===== src/hdl/column_projection_char_cutter_top_defines.svh =====
// ----------------------------------------------------------------------------
// Column projection character cutter: assertion macros
// Concurrent assertion helpers, compiled out when SYNTH is defined.
// ----------------------------------------------------------------------------
`ifndef COLUMN_PROJECTION_CHAR_CUTTER_TOP_DEFINES_SVH
`define COLUMN_PROJECTION_CHAR_CUTTER_TOP_DEFINES_SVH

`ifndef SYNTH
// Property checked at every clock edge outside reset
`define CCUT_ASSERT(lbl, clk, rst_n, prop) \
    lbl: assert property (@(posedge clk) disable iff (!rst_n) (prop)) \
        else $error("ccut assertion failed");
// Antecedent in one cycle implies consequent in the next
`define CCUT_ASSERT_NEXT(lbl, clk, rst_n, ante, cons) \
    lbl: assert property (@(posedge clk) disable iff (!rst_n) (ante) |=> (cons)) \
        else $error("ccut assertion failed");
`else
`define CCUT_ASSERT(lbl, clk, rst_n, prop)
`define CCUT_ASSERT_NEXT(lbl, clk, rst_n, ante, cons)
`endif

`endif


===== src/hdl/ccut_pkg.sv =====
// ----------------------------------------------------------------------------
// ccut_pkg
// Shared types, constants and constant-divide helpers of the character cutter.
// ----------------------------------------------------------------------------
`default_nettype none

package ccut_pkg;

    // Sizing limits
    localparam int MAX_COLS = 512;
    localparam int MAX_ROWS = 256;

    localparam logic [9:0] COLS_CAP =
        (MAX_COLS > 1023) ? 10'd1023 : 10'(MAX_COLS);
    localparam logic [7:0] ROW_LAST_RESET =
        (MAX_ROWS - 1 > 255) ? 8'd255 : 8'(MAX_ROWS - 1);

    // Configuration register indexes
    localparam logic [1:0] CFG_IMAGE_COLS = 2'd0;
    localparam logic [1:0] CFG_ROW_FIRST  = 2'd1;
    localparam logic [1:0] CFG_ROW_LAST   = 2'd2;
    localparam logic [1:0] CFG_THRESHOLD  = 2'd3;

    // Result status codes
    typedef enum logic [1:0] {
        ST_OK     = 2'd0,
        ST_SPARSE = 2'd1,
        ST_WIDE   = 2'd2
    } t_status;

    // Configuration register set
    typedef struct packed {
        logic [9:0]  image_cols;
        logic [7:0]  row_first;
        logic [7:0]  row_last;
        logic [15:0] threshold;
    } t_cfg;

    // Finished run, handed from the scanner to the judge
    typedef struct packed {
        logic [24:0] run_acc;
        logic [9:0]  left;
        logic [9:0]  right;
    } t_snap;

    // x / 10 for x < 1024: reciprocal multiply, exact in this range
    function automatic logic [6:0] div10(input logic [9:0] x);
        logic [17:0] p;
        p = 18'(x) * 18'd205;
        return p[17:11];
    endfunction

    // x / 8
    function automatic logic [6:0] div8(input logic [9:0] x);
        return x[9:3];
    endfunction

    // x / 12 = (x / 4) / 3, the divide by three exact for values below 512
    function automatic logic [6:0] div12(input logic [9:0] x);
        logic [16:0] p;
        p = 17'(x[9:2]) * 17'd171;
        return p[15:9];
    endfunction

    // x / 7 for x < 1024: reciprocal multiply, exact in this range
    function automatic logic [7:0] div7(input logic [9:0] x);
        logic [21:0] p;
        p = 22'(x) * 22'd2341;
        return p[21:14];
    endfunction

endpackage

`default_nettype wire


===== src/hdl/ccut_scan.sv =====
// ----------------------------------------------------------------------------
// ccut_scan
// Per-pixel column summing and run search; hands a run snapshot on image end.
// ----------------------------------------------------------------------------
`default_nettype none

module ccut_scan (
    input  wire logic            i_clk,
    input  wire logic            i_rst_n,
    input  wire ccut_pkg::t_cfg  i_cfg,
    // cut count as seen by this cycle's pixel, including a run graded now
    input  wire logic [1:0]      i_cut_cnt,
    // pixel channel
    input  wire logic            i_in_valid,
    output logic                 o_in_ready,
    input  wire logic [7:0]      i_pixel,
    input  wire logic [7:0]      i_row,
    input  wire logic [8:0]      i_column,
    input  wire logic            i_column_end,
    input  wire logic            i_image_end,
    input  wire logic [8:0]      i_start_column,
    // snapshot to the judge
    output logic                 o_snap_valid,
    input  wire logic            i_snap_ready,
    output ccut_pkg::t_snap      o_snap
);
    import ccut_pkg::*;

    typedef enum logic [1:0] {
        PH_WAIT,
        PH_SEARCH,
        PH_RUN,
        PH_DONE
    } t_phase;

    t_phase       r_phase,     n_phase;
    logic [15:0]  r_col_acc,   n_col_acc;
    logic [24:0]  r_run_acc,   n_run_acc;
    logic [9:0]   r_left,      n_left;
    logic [9:0]   r_right,     n_right;
    logic [8:0]   r_origin,    n_origin;
    logic         r_snap_valid, n_snap_valid;
    t_snap        r_snap,      n_snap;

    logic         accept;
    logic         in_window;
    logic [16:0]  col_add;
    logic [15:0]  col_sum;
    logic [25:0]  run_add;
    logic [10:0]  width;
    logic [6:0]   min_width;

    // Stall only while a finished run cannot move on
    assign o_in_ready = !r_snap_valid || i_snap_ready;
    assign accept     = i_in_valid && o_in_ready;

    // Minimum run width depends on how many good cuts came before
    always_comb begin
        case (i_cut_cnt)
            2'd0:    min_width = div10(i_cfg.image_cols);
            2'd2:    min_width = div8(i_cfg.image_cols);
            default: min_width = div12(i_cfg.image_cols);
        endcase
    end

    // Saturating column sum including this pixel
    assign in_window = (i_row >= i_cfg.row_first) && (i_row <= i_cfg.row_last);
    assign col_add   = {1'b0, r_col_acc} + 17'(i_pixel);
    always_comb begin
        if (!in_window) begin
            col_sum = r_col_acc;
        end else if (col_add[16]) begin
            col_sum = '1;
        end else begin
            col_sum = col_add[15:0];
        end
    end

    assign run_add = {1'b0, r_run_acc} + 26'(col_sum);
    assign width   = {2'b00, i_column} - {1'b0, r_left};

    // Next state for one accepted pixel
    always_comb begin
        n_phase      = r_phase;
        n_col_acc    = r_col_acc;
        n_run_acc    = r_run_acc;
        n_left       = r_left;
        n_right      = r_right;
        n_origin     = r_origin;
        n_snap       = r_snap;
        n_snap_valid = r_snap_valid && !i_snap_ready;

        if (accept) begin
            // first pixel of an image opens a new search
            if (r_phase == PH_WAIT) begin
                n_origin  = i_start_column;
                n_left    = {1'b0, i_start_column};
                n_right   = '0;
                n_run_acc = '0;
                n_phase   = PH_SEARCH;
            end

            n_col_acc = col_sum;

            // column close: columns past the image width are dropped
            if (i_column_end || i_image_end) begin
                if ({1'b0, i_column} < i_cfg.image_cols) begin
                    if (r_phase == PH_SEARCH || r_phase == PH_WAIT) begin
                        if (i_column >= n_origin && col_sum > i_cfg.threshold) begin
                            n_left    = {1'b0, i_column};
                            n_right   = {1'b0, i_column};
                            n_run_acc = 25'(col_sum);
                            n_phase   = PH_RUN;
                        end
                    end else if (r_phase == PH_RUN) begin
                        n_run_acc = run_add[25] ? '1 : run_add[24:0];
                        if (col_sum < i_cfg.threshold) begin
                            n_right = {1'b0, i_column};
                            if ($signed(width) >= $signed({4'b0000, min_width})) begin
                                n_phase = PH_DONE;
                            end
                        end
                    end
                end
                n_col_acc = '0;
            end

            // image end: close the run and hand it over
            if (i_image_end) begin
                if (n_phase != PH_DONE) begin
                    n_right = i_cfg.image_cols;
                end
                n_snap.run_acc = n_run_acc;
                n_snap.left    = n_left;
                n_snap.right   = n_right;
                n_snap_valid   = 1'b1;
                n_phase        = PH_WAIT;
            end
        end
    end

    // State and snapshot registers
    always_ff @(posedge i_clk) begin
        if (!i_rst_n) begin
            r_phase      <= PH_WAIT;
            r_col_acc    <= '0;
            r_run_acc    <= '0;
            r_left       <= '0;
            r_right      <= '0;
            r_origin     <= '0;
            r_snap_valid <= 1'b0;
            r_snap       <= '0;
        end else begin
            r_phase      <= n_phase;
            r_col_acc    <= n_col_acc;
            r_run_acc    <= n_run_acc;
            r_left       <= n_left;
            r_right      <= n_right;
            r_origin     <= n_origin;
            r_snap_valid <= n_snap_valid;
            r_snap       <= n_snap;
        end
    end

    assign o_snap_valid = r_snap_valid;
    assign o_snap       = r_snap;

endmodule

`default_nettype wire


===== src/hdl/ccut_judge.sv =====
// ----------------------------------------------------------------------------
// ccut_judge
// Grades a finished run, keeps the cut counter and holds the result register.
// ----------------------------------------------------------------------------
`default_nettype none

module ccut_judge (
    input  wire logic            i_clk,
    input  wire logic            i_rst_n,
    input  wire ccut_pkg::t_cfg  i_cfg,
    input  wire logic            i_snap_valid,
    output logic                 o_snap_ready,
    input  wire ccut_pkg::t_snap i_snap,
    output logic [1:0]           o_cut_cnt,
    output logic [1:0]           o_cut_next,
    // result channel
    output logic                 o_out_valid,
    input  wire logic            i_out_ready,
    output logic [1:0]           o_status,
    output logic [9:0]           o_left_edge,
    output logic [9:0]           o_right_edge
);
    import ccut_pkg::*;

    logic                r_out_valid;
    logic [1:0]          r_status,   n_status;
    logic [9:0]          r_left;
    logic [9:0]          r_right;
    logic [1:0]          r_cut_cnt,  n_cut_cnt;

    logic                load;
    logic signed [10:0]  width;
    logic signed [27:0]  need;
    logic signed [27:0]  have;
    logic                sparse;
    logic                wide;

    assign o_snap_ready = !r_out_valid || i_out_ready;
    assign load         = i_snap_valid && o_snap_ready;

    // Run density against width times threshold, signed
    assign width  = $signed({1'b0, i_snap.right} - {1'b0, i_snap.left});
    assign need   = 28'(width) * $signed({12'd0, i_cfg.threshold});
    assign have   = $signed({3'b000, i_snap.run_acc});
    assign sparse = have < need;

    // Width limit, waived on the third cut
    assign wide = (width > $signed({3'b000, div7(i_cfg.image_cols)}))
                  && (r_cut_cnt != 2'd2);

    always_comb begin
        n_cut_cnt = r_cut_cnt;
        if (sparse) begin
            n_status = ST_SPARSE;
        end else if (wide) begin
            n_status = ST_WIDE;
        end else begin
            n_status = ST_OK;
            if (r_cut_cnt != 2'd3) begin
                n_cut_cnt = r_cut_cnt + 2'd1;
            end
        end
    end

    // Result register and cut counter
    always_ff @(posedge i_clk) begin
        if (!i_rst_n) begin
            r_out_valid <= 1'b0;
            r_cut_cnt   <= '0;
        end else if (load) begin
            r_out_valid <= 1'b1;
            r_cut_cnt   <= n_cut_cnt;
        end else if (i_out_ready) begin
            r_out_valid <= 1'b0;
        end
    end

    // Result payload
    always_ff @(posedge i_clk) begin
        if (load) begin
            r_status <= n_status;
            r_left   <= i_snap.left;
            r_right  <= i_snap.right;
        end
    end

    // The scanner sees the count after the run being graded in this cycle
    assign o_cut_next   = load ? n_cut_cnt : r_cut_cnt;
    assign o_cut_cnt    = r_cut_cnt;
    assign o_out_valid  = r_out_valid;
    assign o_status     = r_status;
    assign o_left_edge  = r_left;
    assign o_right_edge = r_right;

endmodule

`default_nettype wire


===== src/hdl/column_projection_char_cutter_top.sv =====
// A result passes the scanner's snapshot register, then the judge's result register.
// Throughput: one pixel per cycle; the pixel channel only stalls when an
//   image result is held up behind a result that has not yet been taken.
// Reset: synchronous, active low; clears the scan state, the cut counter and
//   the registers (image_cols to its cap, row_last to the last row).
// ----------------------------------------------------------------------------
// column_projection_char_cutter_top
// Vertical projection character cutter: column sums, run search, grading.
// ----------------------------------------------------------------------------
`default_nettype none

`include "column_projection_char_cutter_top_defines.svh"

module column_projection_char_cutter_top (
    input  wire logic        i_clk,
    input  wire logic        i_rst_n,
    // configuration write port
    input  wire logic        i_cfg_we,
    input  wire logic [1:0]  i_cfg_index,
    input  wire logic [15:0] i_cfg_data,
    // pixel channel
    input  wire logic        i_in_valid,
    output logic             o_in_ready,
    input  wire logic [7:0]  i_pixel,
    input  wire logic [7:0]  i_row,
    input  wire logic [8:0]  i_column,
    input  wire logic        i_column_end,
    input  wire logic        i_image_end,
    input  wire logic [8:0]  i_start_column,
    // result channel
    output logic             o_out_valid,
    input  wire logic        i_out_ready,
    output logic [1:0]       o_status,
    output logic [9:0]       o_left_edge,
    output logic [9:0]       o_right_edge
);
    import ccut_pkg::*;

    t_cfg        r_cfg;
    logic        snap_valid;
    logic        snap_ready;
    t_snap       snap;
    logic [1:0]  cut_cnt;
    logic [1:0]  cut_next;

    // Configuration registers
    always_ff @(posedge i_clk) begin
        if (!i_rst_n) begin
            r_cfg.image_cols <= COLS_CAP;
            r_cfg.row_first  <= '0;
            r_cfg.row_last   <= ROW_LAST_RESET;
            r_cfg.threshold  <= '0;
        end else if (i_cfg_we) begin
            unique case (i_cfg_index)
                CFG_IMAGE_COLS: r_cfg.image_cols <= (i_cfg_data[9:0] > COLS_CAP) ?
                                                    COLS_CAP : i_cfg_data[9:0];
                CFG_ROW_FIRST:  r_cfg.row_first  <= i_cfg_data[7:0];
                CFG_ROW_LAST:   r_cfg.row_last   <= i_cfg_data[7:0];
                CFG_THRESHOLD:  r_cfg.threshold  <= i_cfg_data;
                default: ;
            endcase
        end
    end

    ccut_scan u_scan (
        .i_clk          (i_clk),
        .i_rst_n        (i_rst_n),
        .i_cfg          (r_cfg),
        .i_cut_cnt      (cut_next),
        .i_in_valid     (i_in_valid),
        .o_in_ready     (o_in_ready),
        .i_pixel        (i_pixel),
        .i_row          (i_row),
        .i_column       (i_column),
        .i_column_end   (i_column_end),
        .i_image_end    (i_image_end),
        .i_start_column (i_start_column),
        .o_snap_valid   (snap_valid),
        .i_snap_ready   (snap_ready),
        .o_snap         (snap)
    );

    ccut_judge u_judge (
        .i_clk        (i_clk),
        .i_rst_n      (i_rst_n),
        .i_cfg        (r_cfg),
        .i_snap_valid (snap_valid),
        .o_snap_ready (snap_ready),
        .i_snap       (snap),
        .o_cut_cnt    (cut_cnt),
        .o_cut_next   (cut_next),
        .o_out_valid  (o_out_valid),
        .i_out_ready  (i_out_ready),
        .o_status     (o_status),
        .o_left_edge  (o_left_edge),
        .o_right_edge (o_right_edge)
    );

    // Checks
    `CCUT_ASSERT(a_status_code, i_clk, i_rst_n,
        !o_out_valid || o_status == ST_OK || o_status == ST_SPARSE || o_status == ST_WIDE)
    `CCUT_ASSERT(a_right_in_image, i_clk, i_rst_n,
        !o_out_valid || o_right_edge <= COLS_CAP)
    `CCUT_ASSERT(a_stall_cause, i_clk, i_rst_n,
        o_in_ready || (snap_valid && o_out_valid && !i_out_ready))
    `CCUT_ASSERT_NEXT(a_cut_ok_only, i_clk, i_rst_n,
        cut_cnt != 2'd3, (cut_cnt == $past(cut_cnt)) || (o_status == ST_OK))

endmodule

`default_nettype wire


===== config.mk =====
export PLATFORM = sky130hd
export DESIGN_NAME = column_projection_char_cutter_top
export DESIGN_NICKNAME = d
export VERILOG_FILES = /design/src/hdl/ccut_pkg.sv /design/src/hdl/ccut_scan.sv /design/src/hdl/ccut_judge.sv /design/src/hdl/column_projection_char_cutter_top.sv
export VERILOG_INCLUDE_DIRS = /design/src /design/src/hdl
export SDC_FILE = /design/constraint.sdc
export NUM_CORES = 1
export LEC_CHECK = 0
export BUFFER_PORTS_ARGS = -buffer_cell sky130_fd_sc_hd__buf_2
export CORE_MARGIN = 2
export CORE_UTILIZATION = 60
export CTS_CLUSTER_DIAMETER = 200
export CTS_CLUSTER_SIZE = 8
export DETAILED_ROUTE_END_ITERATION = 7
export GPL_TIMING_DRIVEN = 0
export PLACE_DENSITY = 0.88
export SLEW_MARGIN = 20
export SYNTH_ARGS = -nofsm -noshare
export SYNTH_HDL_FRONTEND = slang
export SYNTH_SLANG_ARGS = --single-unit

===== constraint.sdc =====
create_clock -name i_clk -period 15 [get_ports i_clk]
set_clock_uncertainty 0.15 [all_clocks]
set_input_delay 1.5 -clock i_clk [delete_from_list [all_inputs] [get_ports i_clk]]
set_output_delay 1.5 -clock i_clk [all_outputs]
set_load 0.05 [all_outputs]

==> run_results.csv <==
group,metric,value,unit
status,result_of_the_run,"finished, final reports clean",
yosys,synthDominantAreaCellType,"ha_1",
clock_network,clk-insertion-delay-late,0.48,ns
sta,post_layout_minimum_cycle_time,13.94,ns
yosys,seq_area_frac_synth,0.1795,
final_layout,antenna_cells_inserted,0,
clock_network,cts_root_buffer,"clkbuf_16",
yosys,synth_area_leaders,"ha_1, fa_1, dfxtp_1",
pwr,ir_drop,0.1103,mV
critical_path,crit_cells,47,
drt,detail_route.iter0.violations,1967,
die,initial_utilization,0.6117,
die,die_width,194.9,um
sta,timing.final.max_slew_violations,0,
final_layout,flow.area_growth_from_synthesis,7.251,%
critical_path,crit_end,"u_scan.o_snap[5]",
yosys,yosys_warnings,0,
drt,drc_errors,0,
global_routing,first_global_vias,20200,
critical_path,cp_data_arrival_time,14.14,ns
critical_path,timing.reg2reg.setup_slack,1.06,ns
placed_design,pre_cts_slack,1.560,ns
drt,detail_route.wirelength,65440,um
critical_path,worst_setup_path_start_kind,"flip-flop",
critical_path,timing.rr.start,"u_scan.o_snap[10]",
yosys,synth_edf_count,22,
critical_path,r2r-end,"u_scan.o_snap[5]",
critical_path,timing.critical_path.buf_inv,5,
clock_network,cts_made_buffers,17,
flow_run,max-cap-violations,0,
final_layout,nFillCells,2913,
placed_design,hpwl,52390,um
yosys,netlist_instances,2557,
final_layout,finish.net_count,3238,
drt,avgRoutedWirePerCell,20.91,um
pwr,p_per_area,85.13,nW/um^2
critical_path,reg2regPathDepth,47,
clock_network,cts_htree_levels,4,
yosys,mappedNetlistArea,21860,um^2
global_routing,grt-ovfl-total,0,
yosys,yosysMostFrequentCell,"inv_1",
yosys,synth.distinct_cells,89,
final_layout,ff_latch_area,3924,um^2
yosys,ys_seq_elements,185,
global_routing,grt_pass1_wl,104400,um
drt,via_count,19900,
critical_path,critPathSlowestCell,"a21oi_1",
critical_path,cp_common_cell,"fa_1",
sta,worst_case_hold_slack,0.2805,ns
die,die_h,194.9,um
pwr,switching_share,0.4450,
clock_network,cts_setup_buffers,0,
die,floorplan.die_area,37980,um^2
final_layout,area_used_by_multi_input_combinational_logic,16120,um^2
pwr,power,1.996,mW
pwr,clock_power_share,0.234,
pwr,static-leakage-power,11.49,nW
critical_path,worst-endpoint-required,15.19,ns
clock_network,cts_num_sinks,185,
critical_path,worstPathMaxFanout,10,
sta,worst_pin_slew,1.181,ns
placed_design,gp_routability_congestion,1.033,
pwr,power.share.combinational,0.497,
sta,max_slew_margin,0.2072,
global_routing,grt.total_usage,0.3504,
clock_network,longest_clk_path_bufs,2,
drt,avgViaCountPerCell,6.358,
sta,max_clock_freq,71.72,MHz
sta,final_hold_violation_count,0,
pwr,intPower,1.108,mW
yosys,post_syn_area_per_cell,8.550,um^2
yosys,synth_top_flop_cell,"dfxtp_1",
yosys,mappedNetlistNets,3139,
critical_path,worst_path_largest_cell_delay,0.80,ns
clock_network,clock_slew_seen_by_the_registers_of_the_worst_setup_and_hold_paths,0.08,ns
sta,fin_tns_setup,0,ns
yosys,synth-async-reset-ratio,0,
critical_path,worstSetupStartpoint,"u_scan.o_snap[10]",
critical_path,critical_path.top_delay_family,"compound AO/OA/AOI/OAI gates",
die,io-pin-count,83,
drt,drt_first_pass_iters,6,
clock_network,hold_bufs_inserted_after_cts,0,
die,rows,69,
clock_network,cts_tree,"done",
drt,final_antenna_net_count,0,
hold_path,hold_path_depth,0,
pwr,power.switching,0.8881,mW
sta,final_setup_violation_count,0,
hold_path,min-delay-path-class,"flip-flop to flip-flop",
global_routing,pin_count_of_the_biggest_net_entering_global_routing,26,
placed_design,placement.io_buffers,80,
yosys,yosysTopAreaCellShare,0.2015,
critical_path,critical_path_class,"flip-flop to flip-flop",
global_routing,antenna_found_initial,0,
clock_network,cts_repair_resize_count,0,
yosys,synth_common_cells,"inv_1, ha_1, nand2_1",
die,fp.coreArea,35740,um^2
sta,fin_ws,1.058,ns
final_layout,post_route_cells_drive_above_1_share,0.06632,
pwr,pwr-share-seq,0.270,
critical_path,nature_of_the_critical_path_endpoint,"flip-flop",
sta,grt_setup_unrepaired,"no",
sta,min_period_over_period,0.9295,
per-stage QoR:
step	utilization	instance area, um^2	std cells
floorplan	-	21860	2557
global placement	0.6390	22840	3098
detailed placement	0.6390	22840	3098
CTS	0.6558	23440	3130
global route	0.6560	23450	3130
finish	0.6560	23450	3130
flip-flops by register name, summed over array words and instances (netlist names):
register              flops
u_scan.o_snap_valid       1
u_judge.o_left_edge      10
u_scan.r_left            10
u_judge.o_cut_cnt         2
u_scan.r_col_acc         16
u_judge.o_right_edge     10
r_cfg                    42
u_scan.o_snap            45
u_judge.o_status          2
u_scan.r_phase            2
u_judge.o_out_valid       1
u_scan.r_origin           9
u_scan.r_run_acc         25
u_scan.r_right           10
layout by cell type, fill, tap and decap left out, types with 30 or more instances in the layout:
cell      count
inv_1       388
ha_1        352
nand2_1     233
fa_1        171
nor2_1      170
dfxtp_1     163
a21oi_1     126
o21ai_0      87
clkbuf_1     86
buf_2        85
and2_1       59
nand3_1      47
nor3_1       39
and3_1       37
xnor2_1      37
a21o_1       36
o21a_1       30
layout make-up:
cell class | count | area share
multi-input combinational | 1886 | 0.6874
sequential | 185 | 0.1673
inverter | 389 | 0.06227
tap | 461 | 0.02460
clock buffer | 17 | 0.01814
timing repair buffer | 80 | 0.01708
buffer | 97 | 0.01580
clock inverter | 15 | 0.007417
power by group through the flow:
stage          Sequential [mW]  Clock [mW]  Combinational (mW)
2_1_floorplan            0.550           0               0.693
3_3_place_gp             0.548           0               0.920
3_5_place_dp             0.549           0               0.963
4_1_cts                  0.537       0.465               0.969
5_1_grt                  0.539       0.483                1.10
6_report                 0.538       0.466               0.992
routing by layer:
metal / vias up / share of wire / track usage
li1: 9045 / - / -
met1: 9567 / 0.38 / 0.4262
met2: 1037 / 0.45 / 0.5647
met3: 250 / 0.099 / 0.07132
met4: 0 / 0.070 / 0.2318
met5: - / 0 / 0
worst min-delay path by stage:
stage                             endpoint  slack, ns              start
global route        u_judge.o_left_edge[8]       0.30  u_scan.o_snap[18]
detailed placement  u_judge.o_left_edge[2]       0.26  u_scan.o_snap[12]
finish              u_judge.o_left_edge[8]       0.28  u_scan.o_snap[18]
global placement    u_judge.o_left_edge[8]       0.27  u_scan.o_snap[18]
floorplan           u_judge.o_left_edge[1]       0.26  u_scan.o_snap[11]
CTS                 u_judge.o_left_edge[8]       0.29  u_scan.o_snap[18]
cells by family (layout without fill, tap and decap cells):
group | Yosys count | after routing | share of synthesized area
AO/OA/AOI/OAI | 562 | 562 | 0.1803
XOR/XNOR | 67 | 67 | 0.02684
adder cells (fa/ha/maj) | 523 | 523 | 0.3580
buffers and inverters | 486 | 598 | 0.08373
flip-flops | 185 | 185 | 0.1795
multiplexers | 47 | 47 | 0.02289
AND/OR/NAND/NOR | 687 | 687 | 0.1487
(Power assumes the default switching activity.)
